`config.mk`:
```
export PLATFORM = sky130hd
export DESIGN_NAME = credit_gated_tx_queue_top
export DESIGN_NICKNAME = d
export VERILOG_FILES = /design/src/hdl/cgtq_pkg.sv /design/src/hdl/cgtq_front.sv /design/src/hdl/cgtq_back.sv /design/src/hdl/credit_gated_tx_queue_top.sv
export SDC_FILE = /design/constraint.sdc
export NUM_CORES = 2
export LEC_CHECK = 0
export BUFFER_PORTS_ARGS = -buffer_cell sky130_fd_sc_hd__buf_2
export CAP_MARGIN = 20
export CORE_MARGIN = 4
export CORE_UTILIZATION = 30
export DETAILED_ROUTE_END_ITERATION = 8
export GPL_TIMING_DRIVEN = 1
export PLACE_DENSITY = 0.54
export SYNTH_ARGS = -nofsm -noshare
export SYNTH_HDL_FRONTEND = slang
export SYNTH_MEMORY_MAX_BITS = 65536
export SYNTH_SLANG_ARGS = --single-unit
```
`constraint.sdc`:
```
create_clock -name clk_i -period 21 [get_ports clk_i]
set_input_delay 5.25 -clock clk_i [delete_from_list [all_inputs] [get_ports clk_i]]
set_output_delay 5.25 -clock clk_i [all_outputs]
set_load 0.05 [all_outputs]
```
`src/hdl/cgtq_pkg.sv`:
```
// Package for the credit gated transmit queue.
// Holds the operation codes, the command beat and the result beat types.
// No dependencies.
package cgtq_pkg;

  // Operation codes of an input beat.
  typedef enum logic [1:0] {
    OP_ARRIVE = 2'd0,
    OP_EXPIRE = 2'd1,
    OP_STOP   = 2'd2,
    OP_GRANT  = 2'd3
  } op_e;

  // Command queue between the front and the back.
  localparam int unsigned CMD_DEPTH = 4;
  localparam int unsigned CMD_PTR_W = 2;
  localparam int unsigned CMD_CNT_W = 3;

  // Field widths fixed by the interface.
  localparam int unsigned DUR_W    = 16;
  localparam int unsigned CREDIT_W = 16;
  localparam int unsigned LIMIT_W  = 9;
  localparam int unsigned LEVEL_W  = 9;

  // One classified command: the operation and its one meaningful operand.
  typedef struct packed {
    op_e              kind;
    logic [DUR_W-1:0] value;
  } cmd_t;

  // One result beat.
  typedef struct packed {
    logic                sent_valid;
    logic [DUR_W-1:0]    sent_duration;
    logic                dropped;
    logic                start_timer;
    logic [DUR_W-1:0]    timer_delay;
    logic [LEVEL_W-1:0]  queue_level;
    logic [CREDIT_W-1:0] credits_left;
  } res_t;

endpackage

```
`src/hdl/cgtq_front.sv`:
```
// Front end of the credit gated transmit queue: accepts input beats,
// classifies them into commands and buffers them in a small command queue.
// Depends on cgtq_pkg.
module cgtq_front (
  input  logic                        clk_i,
  input  logic                        rst_ni,
  input  logic                        push_i,
  output logic                        full_o,
  input  logic [1:0]                  operation_i,
  input  logic [cgtq_pkg::DUR_W-1:0]  packet_duration_i,
  input  logic [cgtq_pkg::DUR_W-1:0]  granted_credits_i,
  output cgtq_pkg::cmd_t              cmd_o,
  output logic                        cmd_valid_o,
  input  logic                        cmd_take_i
);
  import cgtq_pkg::*;

  cmd_t                 cmd_q [CMD_DEPTH];
  logic [CMD_PTR_W-1:0] wr_ptr_q, wr_ptr_d;
  logic [CMD_PTR_W-1:0] rd_ptr_q, rd_ptr_d;
  logic [CMD_CNT_W-1:0] count_q, count_d;
  cmd_t                 new_cmd;
  logic                 wr_en;
  logic                 rd_en;

  // Classify the beat: keep only the operand that the operation uses.
  always_comb begin
    new_cmd.kind = op_e'(operation_i);
    case (new_cmd.kind)
      OP_ARRIVE: new_cmd.value = packet_duration_i;
      OP_GRANT:  new_cmd.value = granted_credits_i;
      default:   new_cmd.value = '0;
    endcase
  end

  // Queue handshake.
  assign full_o      = (count_q == CMD_CNT_W'(CMD_DEPTH));
  assign cmd_valid_o = (count_q != '0);
  assign cmd_o       = cmd_q[rd_ptr_q];
  assign wr_en       = push_i && !full_o;
  assign rd_en       = cmd_take_i && cmd_valid_o;

  // Pointer and count updates; the depth is a power of two, so pointers wrap.
  always_comb begin
    wr_ptr_d = wr_en ? wr_ptr_q + CMD_PTR_W'(1) : wr_ptr_q;
    rd_ptr_d = rd_en ? rd_ptr_q + CMD_PTR_W'(1) : rd_ptr_q;
    count_d  = count_q;
    if (wr_en && !rd_en) begin
      count_d = count_q + CMD_CNT_W'(1);
    end else if (rd_en && !wr_en) begin
      count_d = count_q - CMD_CNT_W'(1);
    end
  end

  always_ff @(posedge clk_i or negedge rst_ni) begin
    if (!rst_ni) begin
      wr_ptr_q <= '0;
      rd_ptr_q <= '0;
      count_q  <= '0;
    end else begin
      wr_ptr_q <= wr_ptr_d;
      rd_ptr_q <= rd_ptr_d;
      count_q  <= count_d;
    end
  end

  // Command storage.
  always_ff @(posedge clk_i) begin
    if (wr_en) begin
      cmd_q[wr_ptr_q] <= new_cmd;
    end
  end

  // The fill count never passes the queue depth.
  assert property (@(posedge clk_i) disable iff (!rst_ni)
    count_q <= CMD_CNT_W'(CMD_DEPTH))
    else $error("command queue count exceeds its depth");

endmodule

```
`src/hdl/cgtq_back.sv`:
```
// Back end of the credit gated transmit queue: packet store, credit and
// timer state, command execution and the result register.
// Depends on cgtq_pkg.
module cgtq_back #(
  parameter int unsigned DEPTH = 256
) (
  input  logic                          clk_i,
  input  logic                          rst_ni,
  input  logic                          cfg_we_i,
  input  logic [cgtq_pkg::LIMIT_W-1:0]  cfg_wdata_i,
  input  cgtq_pkg::cmd_t                cmd_i,
  input  logic                          cmd_valid_i,
  output logic                          cmd_take_o,
  output cgtq_pkg::res_t                res_o,
  output logic                          res_valid_o,
  input  logic                          res_pop_i
);
  import cgtq_pkg::*;

  localparam int unsigned PTR_W = (DEPTH > 1) ? $clog2(DEPTH) : 1;
  localparam int unsigned OCC_W = $clog2(DEPTH + 1);
  localparam int unsigned CMP_W = OCC_W + LIMIT_W + 1;

  // Sequencer states: run executes commands, send waits for the head read.
  localparam logic ST_RUN  = 1'b0;
  localparam logic ST_SEND = 1'b1;

  logic [DUR_W-1:0]    mem_q [DEPTH];
  logic [DUR_W-1:0]    rd_data_q;
  logic [PTR_W-1:0]    head_q, head_d;
  logic [PTR_W-1:0]    tail_q, tail_d;
  logic [OCC_W-1:0]    occ_q, occ_d;
  logic [CREDIT_W-1:0] credit_q, credit_d;
  logic                stopped_q, stopped_d;
  logic                busy_q, busy_d;
  logic                state_q, state_d;
  logic [LIMIT_W-1:0]  limit_q;
  res_t                out_q, out_d;
  logic                out_valid_q;
  logic                can_load;
  logic                load_en;
  logic                wr_en;
  logic                rd_en;
  logic [CMP_W-1:0]    lim_ext;
  logic [CMP_W-1:0]    lim_eff;
  logic [CMP_W-1:0]    occ_ext;
  logic [CMP_W-1:0]    occ_d_ext;
  logic [CMP_W-1:0]    occ_q_ext;

  // Effective drop limit: the smaller of the register and the store depth.
  assign lim_ext   = CMP_W'(limit_q);
  assign lim_eff   = (lim_ext > CMP_W'(DEPTH)) ? CMP_W'(DEPTH) : lim_ext;
  assign occ_ext   = CMP_W'(occ_q);
  assign occ_q_ext = CMP_W'(occ_q);
  assign occ_d_ext = CMP_W'(occ_d);

  assign can_load    = !out_valid_q || res_pop_i;
  assign res_o       = out_q;
  assign res_valid_o = out_valid_q;

  // Command execution.
  always_comb begin
    head_d     = head_q;
    tail_d     = tail_q;
    occ_d      = occ_q;
    credit_d   = credit_q;
    stopped_d  = stopped_q;
    busy_d     = busy_q;
    state_d    = state_q;
    out_d      = '0;
    load_en    = 1'b0;
    wr_en      = 1'b0;
    rd_en      = 1'b0;
    cmd_take_o = 1'b0;
    case (state_q)
      ST_RUN: begin
        if (cmd_valid_i && can_load) begin
          cmd_take_o = 1'b1;
          load_en    = 1'b1;
          case (cmd_i.kind)
            OP_ARRIVE: begin
              if (occ_ext >= lim_eff) begin
                out_d.dropped = 1'b1;
              end else begin
                wr_en  = 1'b1;
                tail_d = (tail_q == PTR_W'(DEPTH - 1)) ? '0 : tail_q + PTR_W'(1);
                occ_d  = occ_q + OCC_W'(1);
                if (!busy_q && !stopped_q) begin
                  busy_d            = 1'b1;
                  out_d.start_timer = 1'b1;
                end
              end
            end
            OP_EXPIRE: begin
              busy_d = 1'b0;
              if (occ_q != '0 && credit_q != '0) begin
                // Send: read the head now, build the result in the send state.
                rd_en    = 1'b1;
                load_en  = 1'b0;
                head_d   = (head_q == PTR_W'(DEPTH - 1)) ? '0 : head_q + PTR_W'(1);
                occ_d    = occ_q - OCC_W'(1);
                credit_d = credit_q - CREDIT_W'(1);
                busy_d   = !stopped_q;
                state_d  = ST_SEND;
              end
            end
            OP_STOP: begin
              stopped_d = 1'b1;
            end
            OP_GRANT: begin
              stopped_d = 1'b0;
              credit_d  = cmd_i.value;
            end
            default: begin
              load_en = 1'b0;
            end
          endcase
          out_d.queue_level  = occ_d_ext[LEVEL_W-1:0];
          out_d.credits_left = credit_d;
        end
      end
      ST_SEND: begin
        if (can_load) begin
          load_en             = 1'b1;
          out_d.sent_valid    = 1'b1;
          out_d.sent_duration = rd_data_q;
          out_d.start_timer   = !stopped_q;
          out_d.timer_delay   = stopped_q ? '0 : rd_data_q;
          out_d.queue_level   = occ_q_ext[LEVEL_W-1:0];
          out_d.credits_left  = credit_q;
          state_d             = ST_RUN;
        end
      end
      default: begin
        state_d = ST_RUN;
      end
    endcase
  end

  // Control state.
  always_ff @(posedge clk_i or negedge rst_ni) begin
    if (!rst_ni) begin
      head_q      <= '0;
      tail_q      <= '0;
      occ_q       <= '0;
      credit_q    <= '0;
      stopped_q   <= 1'b0;
      busy_q      <= 1'b0;
      state_q     <= ST_RUN;
      limit_q     <= LIMIT_W'(256);
      out_valid_q <= 1'b0;
    end else begin
      head_q    <= head_d;
      tail_q    <= tail_d;
      occ_q     <= occ_d;
      credit_q  <= credit_d;
      stopped_q <= stopped_d;
      busy_q    <= busy_d;
      state_q   <= state_d;
      if (cfg_we_i) begin
        limit_q <= cfg_wdata_i;
      end
      if (load_en) begin
        out_valid_q <= 1'b1;
      end else if (res_pop_i) begin
        out_valid_q <= 1'b0;
      end
    end
  end

  // Result payload.
  always_ff @(posedge clk_i) begin
    if (load_en) begin
      out_q <= out_d;
    end
  end

  // Packet store with a registered read of the head entry.
  always_ff @(posedge clk_i) begin
    if (wr_en) begin
      mem_q[tail_q] <= cmd_i.value;
    end
    if (rd_en) begin
      rd_data_q <= mem_q[head_q];
    end
  end

  // Occupancy never exceeds the store depth.
  assert property (@(posedge clk_i) disable iff (!rst_ni)
    CMP_W'(occ_q) <= CMP_W'(DEPTH))
    else $error("occupancy exceeds store depth");

  // A send leaves the send state with a sent result in the output register.
  assert property (@(posedge clk_i) disable iff (!rst_ni)
    (state_q == ST_SEND) && can_load |=> out_valid_q && out_q.sent_valid)
    else $error("send did not produce a sent result");

  // Entering the send state spends exactly one credit and one queue entry.
  assert property (@(posedge clk_i) disable iff (!rst_ni)
    (state_q == ST_RUN) && rd_en |=>
      (state_q == ST_SEND) && (credit_q == $past(credit_q) - CREDIT_W'(1)) &&
      (occ_q == $past(occ_q) - OCC_W'(1)))
    else $error("send bookkeeping mismatch");

endmodule

```
`src/hdl/credit_gated_tx_queue_top.sv`:
```
// Top level of the credit gated transmit queue.
// Instantiates cgtq_front and cgtq_back; depends on cgtq_pkg.
//
// Transmit queue whose sends are gated by receiver credits. Every input beat
// (arrival, timer expiry, stop, credit grant) yields exactly one result beat.
// Input beats are taken at one per cycle while the four-entry command queue
// is not full. While results are not being popped, four beats queue up behind
// a waiting result, so a burst of five is accepted when the result register
// starts empty. The back end executes one command per cycle while its output
// register can be loaded; an expiry that sends a packet also waits in the send
// state, as the head entry comes out of the packet store via a registered read
// port. A result passes the command queue and the output register (a sending
// expiry also the read port) before it is popped. A single output register
// holds the oldest result. Needing no store clearing, it is ready out of reset.
// buffer_limit may be written only while the block is idle; it resets to 256.
module credit_gated_tx_queue_top #(
  parameter int unsigned DEPTH = 256
) (
  input  logic                         clk_i,
  input  logic                         rst_ni,
  input  logic                         push,
  output logic                         full,
  input  logic                         pop,
  output logic                         empty,
  input  logic                         cfg_we_i,
  input  logic [cgtq_pkg::LIMIT_W-1:0] cfg_wdata_i,
  input  logic [1:0]                   operation_i,
  input  logic [15:0]                  packet_duration_i,
  input  logic [15:0]                  granted_credits_i,
  output logic                         sent_valid_o,
  output logic [15:0]                  sent_duration_o,
  output logic                         dropped_o,
  output logic                         start_timer_o,
  output logic [15:0]                  timer_delay_o,
  output logic [8:0]                   queue_level_o,
  output logic [15:0]                  credits_left_o
);
  import cgtq_pkg::*;

  cmd_t cmd;
  logic cmd_valid;
  logic cmd_take;
  res_t res;
  logic res_valid;

  // Front: classify and buffer input beats.
  cgtq_front u_front (
    .clk_i             (clk_i),
    .rst_ni            (rst_ni),
    .push_i            (push),
    .full_o            (full),
    .operation_i       (operation_i),
    .packet_duration_i (packet_duration_i),
    .granted_credits_i (granted_credits_i),
    .cmd_o             (cmd),
    .cmd_valid_o       (cmd_valid),
    .cmd_take_i        (cmd_take)
  );

  // Back: execute commands and hold the result.
  cgtq_back #(
    .DEPTH (DEPTH)
  ) u_back (
    .clk_i       (clk_i),
    .rst_ni      (rst_ni),
    .cfg_we_i    (cfg_we_i),
    .cfg_wdata_i (cfg_wdata_i),
    .cmd_i       (cmd),
    .cmd_valid_i (cmd_valid),
    .cmd_take_o  (cmd_take),
    .res_o       (res),
    .res_valid_o (res_valid),
    .res_pop_i   (pop)
  );

  // Result ports.
  assign empty           = !res_valid;
  assign sent_valid_o    = res.sent_valid;
  assign sent_duration_o = res.sent_duration;
  assign dropped_o       = res.dropped;
  assign start_timer_o   = res.start_timer;
  assign timer_delay_o   = res.timer_delay;
  assign queue_level_o   = res.queue_level;
  assign credits_left_o  = res.credits_left;

endmodule
```
==> results_tabular.tex <==
\begin{tabular}{lr}
\hline
Metric & Value \\
\hline
\multicolumn{2}{l}{\textbf{Timing}} \\
\quad Max-slew violation count & 0 \\
\quad Maximum clock skew at final layout & 49.69 ps \\
\quad Transition at the pin with the smallest max-transition slack & 1297 ps \\
\quad Hold\_ws & 504.6 ps \\
\quad Count of endpoints failing hold in the final timing report & 0 \\
\quad Post-layout minimum cycle time & 9131 ps \\
\quad Slew HR & 13.56\% \\
\quad Setup repair after global routing missed its margin & no \\
\quad Aggregate negative setup slack & 0 ps \\
\quad Fmax & 109.5 MHz \\
\quad Setup-failing EPs final & 0 \\
\quad Final worst-path cycle share & 43.48\% \\
\multicolumn{2}{l}{\textbf{Pwr}} \\
\quad Leak & 59.96 nW \\
\quad Worst vdd rail ir drop & 206.8 uV \\
\quad Total power of the final layout & 28.75 mW \\
\quad Power density over the cells & 150.1 nW/um2 \\
\multicolumn{2}{l}{\textbf{Synthesis}} \\
\quad Warnings, synthesis & 0 \\
\quad Mapped Cells & 7896 \\
\quad Simple logic cell fraction of the synthesized area & 2.272\% \\
\quad Post-synth top area cell & sky130\_fd\_sc\_hd\_\_edfxtp\_1 \\
\quad Summed instance area of the synthesized netlist & 166100 um2 \\
\quad Fraction of the mapped netlist area in compound gates & 3.821\% \\
\quad Number of distinct library cells after synthesis & 77 \\
\quad EDFF count, synth & 4244 \\
\quad Area share of the largest cell type after synthesis & 76.72\% \\
\quad FFs w/ async S/R, synth & 1.417\% \\
\quad Syn avg cell area & 21.04 um2 \\
\quad Synthesized netlist net count & 7970 \\
\quad Main combinational cell family by area after synthesis & multiplexers \\
\quad Share of synthesized cell area in full adder, half adder and majority cells & 0.2004\% \\
\quad Flop and latch count out of synthesis & 4305 \\
\quad Post-synth top flop & sky130\_fd\_sc\_hd\_\_edfxtp\_1 \\
\quad Sequential area share after synthesis & 77.64\% \\
\quad Mux cell area share after synthesis & 14.69\% \\
\quad Cell types occupying the most area after synthesis & sky130\_fd\_sc\_hd\_\_edfxtp\_1 (77\%), sky130\_fd\_sc\_hd\_\_mux4\_2 (12\%), sky130\_fd\_sc\_hd\_\_mux2i\_1 (2.2\%) \\
\quad Xor and xnor fraction of the mapped netlist area & 0.08964\% \\
\multicolumn{2}{l}{\textbf{Run}} \\
\quad MaxCap Viol Count & 0 \\
\multicolumn{2}{l}{\textbf{Placed design}} \\
\quad DP Area & 177400 um2 \\
\quad Placer congestion estimate & 0.8535 \\
\quad HPWL after DPL & 312.8 mm \\
\quad Port Buffers & 109 \\
\multicolumn{2}{l}{\textbf{Worst setup path}} \\
\quad Classification of the worst setup path & input port to flip-flop \\
\quad Count of buffer and inverter cells on the critical path & 4 \\
\quad Launching element type of the critical path & input port \\
\quad CP Data Required Time & 21670 ps \\
\quad Cell with the most instances on the worst path & sky130\_fd\_sc\_hd\_\_buf\_4 \\
\quad Maximum fanout along the worst path & 19 \\
\quad Category of the worst setup path capture point & flip-flop \\
\quad Crit-path max cell delay & 900 ps \\
\quad Largest delay contributor family on the critical path & simple AND/OR/NAND/NOR gates \\
\quad CP arrival & 9800 ps \\
\quad Cell chain of the critical path & buf\_2 -> nor2b\_1 -> or4\_1 -> or3\_1 -> a21oi\_4 -> buf\_4 -> buf\_4 -> and3\_1 -> nand2\_1 -> nor2\_1 -> buf\_4 \\
\quad Slowest-stage cell, CP & sky130\_fd\_sc\_hd\_\_nor2\_1 \\
\multicolumn{2}{l}{\textbf{Clock tree}} \\
\quad Number of gates given a new drive strength after cts & 0 \\
\quad Buffers inserted during post-CTS setup optimization & 0 \\
\quad Max H-tree Level & 5 \\
\quad CTS tree & yes \\
\quad Number of buffers added to fix hold violations after cts & 0 \\
\quad Total CTS buffers & 428 \\
\quad Root buf cell & sky130\_fd\_sc\_hd\_\_clkbuf\_16 \\
\quad Max clock buf depth & 4 \\
\quad Clock input transition at the sequential cells of the worst setup and hold paths & 60 ps \\
\quad TritonCTS Sinks & 4305 \\
\quad Worst-skew pair later-pin latency & 1000 ps \\
\multicolumn{2}{l}{\textbf{Floorplanning}} \\
\quad Die span in y & 752.1 um \\
\quad Area of the core & 552300 um2 \\
\quad Number of core rows & 273 \\
\quad Effective utilization at floorplan & 30.07\% \\
\quad Die outline width & 752.1 um \\
\quad Die footprint & 565700 um2 \\
\quad Number of top-level design ports & 110 \\
\multicolumn{2}{l}{\textbf{GRT}} \\
\quad GRT Residual Overflow & 0 \\
\quad GR Util All Layers & 17.48\% \\
\quad Global routing met3 resource utilization & 3.687\% \\
\quad Met1 Resource Use GR & 23.94\% \\
\quad Number of antenna violations at the first check in global routing & 28 \\
\quad Number of global-route vias before repair & 84278 \\
\quad First-pass GRT wire length & 703.1 mm \\
\quad Peak-usage layer in the global routing report & met2 \\
\quad Fraction of met2 tracks used by global routing & 27.68\% \\
\quad Maximum number of pins on one net before global-route repair & 155 \\
\multicolumn{2}{l}{\textbf{Routing}} \\
\quad Antenna Violating Nets Remaining & 0 \\
\quad Drt pass-1 iters & 6 \\
\quad Post-route DRC violation count & 0 \\
\quad Vias per std cell & 5.376 \\
\quad Routed via count & 86030 \\
\quad Post-detailed-routing wire length & 512.7 mm \\
\quad Wirelength per Cell & 32.04 um \\
\quad Number of DRC violations after detailed-routing iteration 0 & 11313 \\
\multicolumn{2}{l}{\textbf{Final layout}} \\
\quad Proportion of layout cells with a drive suffix above 1 & 25.73\% \\
\quad Fin nets & 8421 \\
\quad Design area & 191600 um2 \\
\quad Area growth from synthesis to layout & 15.33\% \\
\multicolumn{2}{l}{\textbf{Outcome}} \\
\quad Status & complete, no violations \\
\multicolumn{2}{l}{\textbf{Hold path}} \\
\quad Hold Path Class & flip-flop to flip-flop \\
\hline
\end{tabular}
==> through the flow <==
stage / std cells / util (%) / worst slack [ps]
3_5_place_dp: 15201 / 32.12 / 11000
3_3_place_gp: 15196 / 32.11 / 11080
4_1_cts: 15991 / 34.67 / 12030
5_1_grt: 15995 / 34.68 / 11730
2_1_floorplan: 7896 / - / 10200
6_report: 16003 / 34.68 / 11870
==> synthesized netlist by cell type (11+ instances only) <==
cell type	n
sky130_fd_sc_hd__nor2_1	360
sky130_fd_sc_hd__nor2b_1	22
sky130_fd_sc_hd__a21o_1	27
sky130_fd_sc_hd__mux4_2	912
sky130_fd_sc_hd__nand4_1	17
sky130_fd_sc_hd__nor3_1	48
sky130_fd_sc_hd__buf_2	118
sky130_fd_sc_hd__a31oi_1	37
sky130_fd_sc_hd__o21ai_0	103
sky130_fd_sc_hd__a21oi_1	193
sky130_fd_sc_hd__and2_1	27
sky130_fd_sc_hd__o221ai_1	35
sky130_fd_sc_hd__dfrtp_1	60
sky130_fd_sc_hd__mux2_2	17
sky130_fd_sc_hd__a22o_1	25
sky130_fd_sc_hd__buf_4	29
sky130_fd_sc_hd__buf_1	53
sky130_fd_sc_hd__o22ai_1	58
sky130_fd_sc_hd__nand2b_1	13
sky130_fd_sc_hd__a2111oi_0	11
sky130_fd_sc_hd__o211ai_1	14
sky130_fd_sc_hd__a221oi_1	81
sky130_fd_sc_hd__and3_1	29
sky130_fd_sc_hd__a22oi_1	227
sky130_fd_sc_hd__ha_1	25
sky130_fd_sc_hd__inv_1	21
sky130_fd_sc_hd__xnor2_1	14
sky130_fd_sc_hd__nand2_1	170
sky130_fd_sc_hd__nor4_1	23
sky130_fd_sc_hd__or3_1	13
sky130_fd_sc_hd__nand3_1	90
sky130_fd_sc_hd__edfxtp_1	4244
sky130_fd_sc_hd__a211oi_1	17
sky130_fd_sc_hd__clkbuf_1	275
sky130_fd_sc_hd__mux2i_1	367
==> final timing paths <==
check                                  startpoint                     to  slack [ps]  cells past startpoint
worst max-delay path                          pop  u_back.mem_q[192][14]       11870                     11
worst min-delay path            u_back.limit_q[0]      u_back.limit_q[0]         500                      1
worst max register to register   u_back.head_q[0]    u_back.rd_data_q[7]       14060                     10
worst min register to register  u_back.limit_q[0]      u_back.limit_q[0]         500                      1
max in group asynchronous                  rst_ni       u_back.head_q[5]       15780                      1
min in group asynchronous                  rst_ni        u_back.occ_q[2]        4460                      1
==> state kept, by name, indices dropped and copies added (netlist names) <==
signal              count
u_back.state_q          1
u_front.rd_ptr_q        2
u_back.occ_q            9
u_back.stopped_q        1
u_back.res_valid_o      1
u_back.rd_data_q       16
u_back.mem_q         4096
u_back.tail_q           8
u_front.wr_ptr_q        2
u_back.credit_q        16
u_back.res_o           60
u_front.count_q         3
u_back.limit_q          9
u_back.busy_q           1
u_back.head_q           8
u_front.cmd_q          72
==> layer usage <==
metal  up-vias  wire length [um]  share of wire [%]
met5         -                41             0.0080
met4         6             19990                3.9
met3       771             48290                9.4
met2      4744            239400                 47
met1     46383            205000                 40
li1      34126                 -                  -
==> cell usage in the layout, fill, tap and decap left out, types with 81 or more instances in the layout <==
cell,synthesis,layout
sky130_fd_sc_hd__nor2_1,360,249
sky130_fd_sc_hd__o21ai_0,103,101
sky130_fd_sc_hd__nand2_1,170,158
sky130_fd_sc_hd__buf_2,118,109
sky130_fd_sc_hd__a221oi_1,81,81
sky130_fd_sc_hd__nand3_1,90,86
sky130_fd_sc_hd__mux4_2,912,896
sky130_fd_sc_hd__nor2_2,0,106
sky130_fd_sc_hd__mux2i_1,367,367
sky130_fd_sc_hd__edfxtp_1,4244,4244
sky130_fd_sc_hd__clkbuf_16,0,433
sky130_fd_sc_hd__clkinv_2,0,95
sky130_fd_sc_hd__buf_4,29,366
sky130_fd_sc_hd__a22oi_1,227,227
sky130_fd_sc_hd__clkinv_1,2,94
sky130_fd_sc_hd__a21oi_1,193,193
==> power breakdown <==
group / internal (mW) / switching [mW]
combinational: 2.67 / 6.88
sequential: 11.2 / 0.206
clock: 4.47 / 3.29
==> layout make-up <==
type                            count  area [um2]
Inverter                           24       100.1
Antenna cell                        9       22.52
Sequential cell                  4305      129000
Timing Repair Buffer              496        3684
Tap cell                         7287        9117
Clock buffer                      492       11070
Fill cell                       50770      360800
Multi-Input combinational cell   3092       35540
Clock inverter                    298        3043
==> cells by family (layout without fill, tap and decap cells) <==
logic type | Yosys count | after routing
other cells | 0 | 9
simple gates | 836 | 836
mux | 1296 | 1296
xor+xnor | 17 | 17
flops | 4305 | 4305
fa+ha+maj | 26 | 26
buf+inv | 499 | 1310
compound gates | 917 | 917
Note: power is estimated with default switching activity, not from simulation.
